### src/rtl/rvm_pkg.sv
// Shared constants, types and codes for the vector running median block.
// Used by rvm_cell, rvm_or_tree and vector_running_median; depends on nothing.
package rvm_pkg;

  localparam int unsigned VARS       = 4;
  localparam int unsigned CAPACITY   = 256;
  localparam int unsigned SAMPLE_W   = 16;
  localparam int unsigned MED_W      = SAMPLE_W + 1;
  localparam int unsigned CNT_W      = $clog2(CAPACITY + 1);
  localparam int unsigned IDX_W      = $clog2(CAPACITY);
  localparam int unsigned VIDX_W     = (VARS > 1) ? $clog2(VARS) : 1;
  localparam int unsigned COMP_W     = 2;
  localparam int unsigned OUT_CNT_W  = 9;
  localparam int unsigned STATUS_W   = 2;
  localparam int unsigned NUM_VALUES = 4;

  // Select tree: groups of cells are reduced first, then the group results.
  localparam int unsigned GROUP   = 16;
  localparam int unsigned NGROUPS = (CAPACITY + GROUP - 1) / GROUP;

  localparam logic OP_ADD   = 1'b0;
  localparam logic OP_QUERY = 1'b1;

  localparam logic [STATUS_W-1:0] STATUS_OK    = 2'd0;
  localparam logic [STATUS_W-1:0] STATUS_EMPTY = 2'd1;
  localparam logic [STATUS_W-1:0] STATUS_FULL  = 2'd2;

  typedef logic [VARS-1:0][SAMPLE_W-1:0] vec_t;

  typedef struct packed {
    vec_t lo;
    vec_t hi;
  } pick_t;

  typedef struct packed {
    logic             ins;
    vec_t             x;
    logic [CNT_W-1:0] count;
    logic [IDX_W-1:0] idx_lo;
    logic [IDX_W-1:0] idx_hi;
  } cell_ctl_t;

endpackage

### src/rtl/rvm_cell.sv
// One position of the sorted chain: holds one sample per component.
// Depends on rvm_pkg.
module rvm_cell (
  input  logic              clk_i,
  input  rvm_pkg::cell_ctl_t ctl_i,
  input  logic [rvm_pkg::IDX_W-1:0] idx_i,
  input  rvm_pkg::vec_t     prev_i,
  output rvm_pkg::vec_t     val_o,
  output rvm_pkg::pick_t    pick_o
);

  rvm_pkg::vec_t val_q, val_d;
  logic [rvm_pkg::CNT_W-1:0] idx_ext;
  logic occupied;
  logic in_range;
  logic first;

  assign idx_ext  = rvm_pkg::CNT_W'(idx_i);
  assign occupied = idx_ext < ctl_i.count;
  assign in_range = idx_ext <= ctl_i.count;
  assign first    = (idx_i == '0);

  // Parallel insertion: a cell keeps its sample if it is not larger than the
  // new one, takes the new sample at the insertion point, and otherwise takes
  // its lower neighbor's sample so the tail moves up by one.
  always_comb begin
    val_d = val_q;
    for (int v = 0; v < rvm_pkg::VARS; v++) begin
      if (ctl_i.ins && in_range &&
          !(occupied && ($signed(val_q[v]) <= $signed(ctl_i.x[v])))) begin
        if (first || ($signed(prev_i[v]) <= $signed(ctl_i.x[v]))) begin
          val_d[v] = ctl_i.x[v];
        end else begin
          val_d[v] = prev_i[v];
        end
      end
    end
  end

  always_ff @(posedge clk_i) begin
    val_q <= val_d;
  end

  always_comb begin
    pick_o = '0;
    if (idx_i == ctl_i.idx_lo) begin
      pick_o.lo = val_q;
    end
    if (idx_i == ctl_i.idx_hi) begin
      pick_o.hi = val_q;
    end
  end

  assign val_o = val_q;

endmodule

### config.mk
export PLATFORM = sky130hd
export DESIGN_NAME = rvm_cell
export DESIGN_NICKNAME = d
export VERILOG_FILES = /design/src/rtl/rvm_pkg.sv /design/src/rtl/rvm_cell.sv
export SDC_FILE = /design/constraint.sdc
export NUM_CORES = 1
export LEC_CHECK = 0
export BUFFER_PORTS_ARGS = -buffer_cell sky130_fd_sc_hd__buf_2
export CAP_MARGIN = 25
export CORE_AREA = 2 2 137 139
export DETAILED_ROUTE_END_ITERATION = 7
export DIE_AREA = 0 0 139 141
export GPL_TIMING_DRIVEN = 0
export PLACE_DENSITY = 0.81
export SLEW_MARGIN = 20
export SYNTH_ARGS = -nofsm -noshare
export SYNTH_HDL_FRONTEND = slang
export SYNTH_SLANG_ARGS = --single-unit
### constraint.sdc
create_clock -name clk_i -period 4.59 [get_ports clk_i]
set_input_delay 0.459 -clock clk_i [delete_from_list [all_inputs] [get_ports clk_i]]
set_output_delay 0.459 -clock clk_i [all_outputs]
set_load 0.01 [all_outputs]
==> load_flow_metrics.sql <==
INSERT INTO impl_metrics (metric_group, metric, value, unit) VALUES
('clocking', 'htree_num_levels', '3', ''),
('worst_setup_path', 'worst_ep_required_time', '4.63', 'ns'),
('synthesis', 'synth.most_common_cell', 'ha_1', ''),
('floorplanning', 'die_area', '19600', 'um^2'),
('layout', 'synthToLayoutAreaGrowth', '33.2', '%'),
('global_routing', 'global_route_wire_length_before_repair', '35.4', 'mm'),
('synthesis', 'dominant_combinational_cell_family_by_area_after_synthesis', 'adder cells', ''),
('detailed_routing', 'drtIter0Drc', '288', ''),
('floorplanning', 'pin_count', '355', ''),
('layout', 'layout.nets', '1416', ''),
('synthesis', 'synth-compound-area-share', '11.0', '%'),
('timing', 'slew-limit-headroom', '29.0', '%'),
('synthesis', 'ys.flop_type', 'edfxtp_1', ''),
('floorplanning', 'y_dimension_of_the_die', '141', 'um'),
('layout', 'drive_above_1_share', '40.3', '%'),
('clocking', 'clockBufferDepth', '2', ''),
('synthesis', 'synth_simple_gate_area_share', '20.1', '%'),
('timing', 'finalCriticalPeriod', '3.17', 'ns'),
('clocking', 'tritoncts', 'built', ''),
('place', 'dpl.cell_count', '1340', ''),
('global_routing', 'grt.total_usage', '23.0', '%'),
('hold_path', 'holdCritPathClass', 'input port to register', ''),
('synthesis', 'synthXorXnorAreaFrac', '1.96', '%'),
('layout', 'largest_register_ff_count', '64', ''),
('layout', 'nFillCells', '1702', ''),
('global_routing', 'grt_max_degree', '12', ''),
('synthesis', 'synth_async_sr_flop_share', '0', '%'),
('synthesis', 'synth-adder-area-share', '23.8', '%'),
('place', 'dpl-instance-area', '9300', 'um^2'),
('detailed_routing', 'route.detailed.drc', '0', ''),
('synthesis', 'part_of_the_yosys_area_used_for_sequential_elements', '26.8', '%'),
('floorplanning', 'rows', '50', ''),
('place', 'dpl_hpwl', '20.0', 'mm'),
('timing', 'timing.clock.skew', '0.00802', 'ns'),
('synthesis', 'yosys_warnings', '0', ''),
('worst_setup_path', 'critical_path_class', 'input port to register', ''),
('worst_setup_path', 'regToRegStartpoint', 'val_o[63]', ''),
('layout', 'finalInstanceArea', '9540', 'um^2'),
('place', 'gpl.final_weighted_congestion', '0.871', ''),
('timing', 'tightest_slew', '1.05', 'ns'),
('synthesis', 'synth_area_leader_cell', 'edfxtp_1', ''),
('clocking', 'postCtsHoldBufs', '0', ''),
('detailed_routing', 'detail_route.first_pass.iterations', '5', ''),
('place', 'portBuffers', '354', ''),
('synthesis', 'synth_enable_flop_cells', '64', ''),
('timing', 'timing.final.max_slew_violations', '0', ''),
('worst_setup_path', 'worstSetupStartpoint', 'idx_i[6]', ''),
('timing', 'setup_viol', '0', ''),
('layout', 'post_layout_nonfiller_instances', '1356', ''),
('worst_setup_path', 'critical_path_peak_fanout', '10', ''),
('timing', 'final_hold_violating_endpoints', '0', ''),
('global_routing', 'first_global_vias', '7020', ''),
('worst_setup_path', 'cp_data_arrival_time', '3.21', 'ns'),
('synthesis', 'synth.avg_cell_area', '9.58', 'um^2'),
('job', 'timing.max_cap.violations', '0', ''),
('synthesis', 'ys_types', '48', ''),
('status', 'run_status', 'complete, no violations', ''),
('detailed_routing', 'routedWlPerCell', '17.4', 'um'),
('floorplanning', 'floorplan.initialDensity', '39.2', '%'),
('synthesis', 'post_synth_most_frequent_cells', '136 x ha_1, 121 x and2_1, 85 x inv_1', ''),
('synthesis', 'flip_flop_and_latch_count_after_synthesis', '64', ''),
('power', 'cellPowerDensity', '231', 'nW/um^2'),
('clocking', 'clk-insertion-delay-late', '0.34', 'ns'),
('timing', 'fin_setup_tns', '0', 'ns'),
('global_routing', 'overflow', '0', ''),
('floorplanning', 'dieWidth', '139', 'um'),
('synthesis', 'synth.cell_area', '7160', 'um^2'),
('synthesis', 'synth.mux.area_fraction', '10.6', '%'),
('detailed_routing', 'route.final.wire_length', '23.6', 'mm'),
('detailed_routing', 'detailroute.via_count', '6983', ''),
('worst_setup_path', 'crit_path_end_kind', 'register', '');
-- cell usage in the layout (no fill, tap or decap), types with 14 or more instances in the layout --
master / synthesis / final
edfxtp_1: 64 / 64
a21oi_1: 49 / 48
buf_2: 0 / 354
mux2_2: 54 / 54
nand2_1: 23 / 23
nand4_1: 27 / 27
and2_1: 121 / 121
ha_1: 136 / 136
xnor2_1: 16 / 16
inv_1: 85 / 85
a21o_1: 14 / 14
o21ai_0: 21 / 21
nor2_1: 16 / 14
-- cells by family (layout without fill, tap and decap cells) --
logic type / count (synthesis) / after routing
simple gates: 243 / 243
fa+ha+maj: 136 / 136
compound gates: 123 / 123
buf+inv: 102 / 473
mux: 64 / 64
flops: 64 / 64
xor+xnor: 16 / 16
other cells: 0 / 3
-- stage by stage --
stage	hold WS, ns	util, %	setup WS [ns]	power, mW
2_1_floorplan	0.676	-	1.29	1.29
3_3_place_gp	0.776	50.5	0.101	1.58
3_5_place_dp	0.780	50.9	1.07	1.62
4_1_cts	0.421	52.2	1.44	2.22
5_1_grt	0.435	52.2	1.22	2.34
6_report	0.436	52.2	1.42	2.21
-- layer usage --
layer / up-vias / part of all wire [%] / track usage [%]
li1: 3459 / - / -
met1: 3214 / 40 / 26.5
met2: 270 / 51 / 41.8
met3: 40 / 5.7 / 4.04
met4: 0 / 3.1 / 10.3
met5: - / 0 / 0
-- power breakdown --
group / leakage, nW / switching (mW) / internal, mW
clock: 0.117 / 0.253 / 0.349
combinational: 4.34 / 0.410 / 0.377
sequential: 0.603 / 0.0700 / 0.749
-- layout make-up --
type                            count  area (um^2)  share of cell area (%)
Sequential cell                    64         1920                    20.1
Multi-Input combinational cell    582         4850                    50.8
Tap cell                          234          293                    3.07
Clock buffer                        9          225                    2.36
Inverter                           85          319                    3.34
Clock inverter                      4         15.0                   0.157
Timing Repair Buffer              358         1810                    19.0
Buffer                             17         98.8                    1.04
Antenna cell                        3         7.51                  0.0787
-- worst max-delay path, stage by stage --
cell,delay (ns)
buf_2,0.15
ha_1,0.31
a211oi_1,0.21
o21ai_0,0.18
o21ai_0,0.85
o211ai_1,0.22
nor3_2,0.51
buf_4,0.31
-- worst paths after layout --
path	end	slack (ns)	cells after the start
max reg2reg	val_o[50]	1.76	7
max	val_o[33]	1.42	8
min reg2reg	val_o[13]	1.14	3
min	val_o[3]	0.44	2
Power figures use the tool's default switching activity.
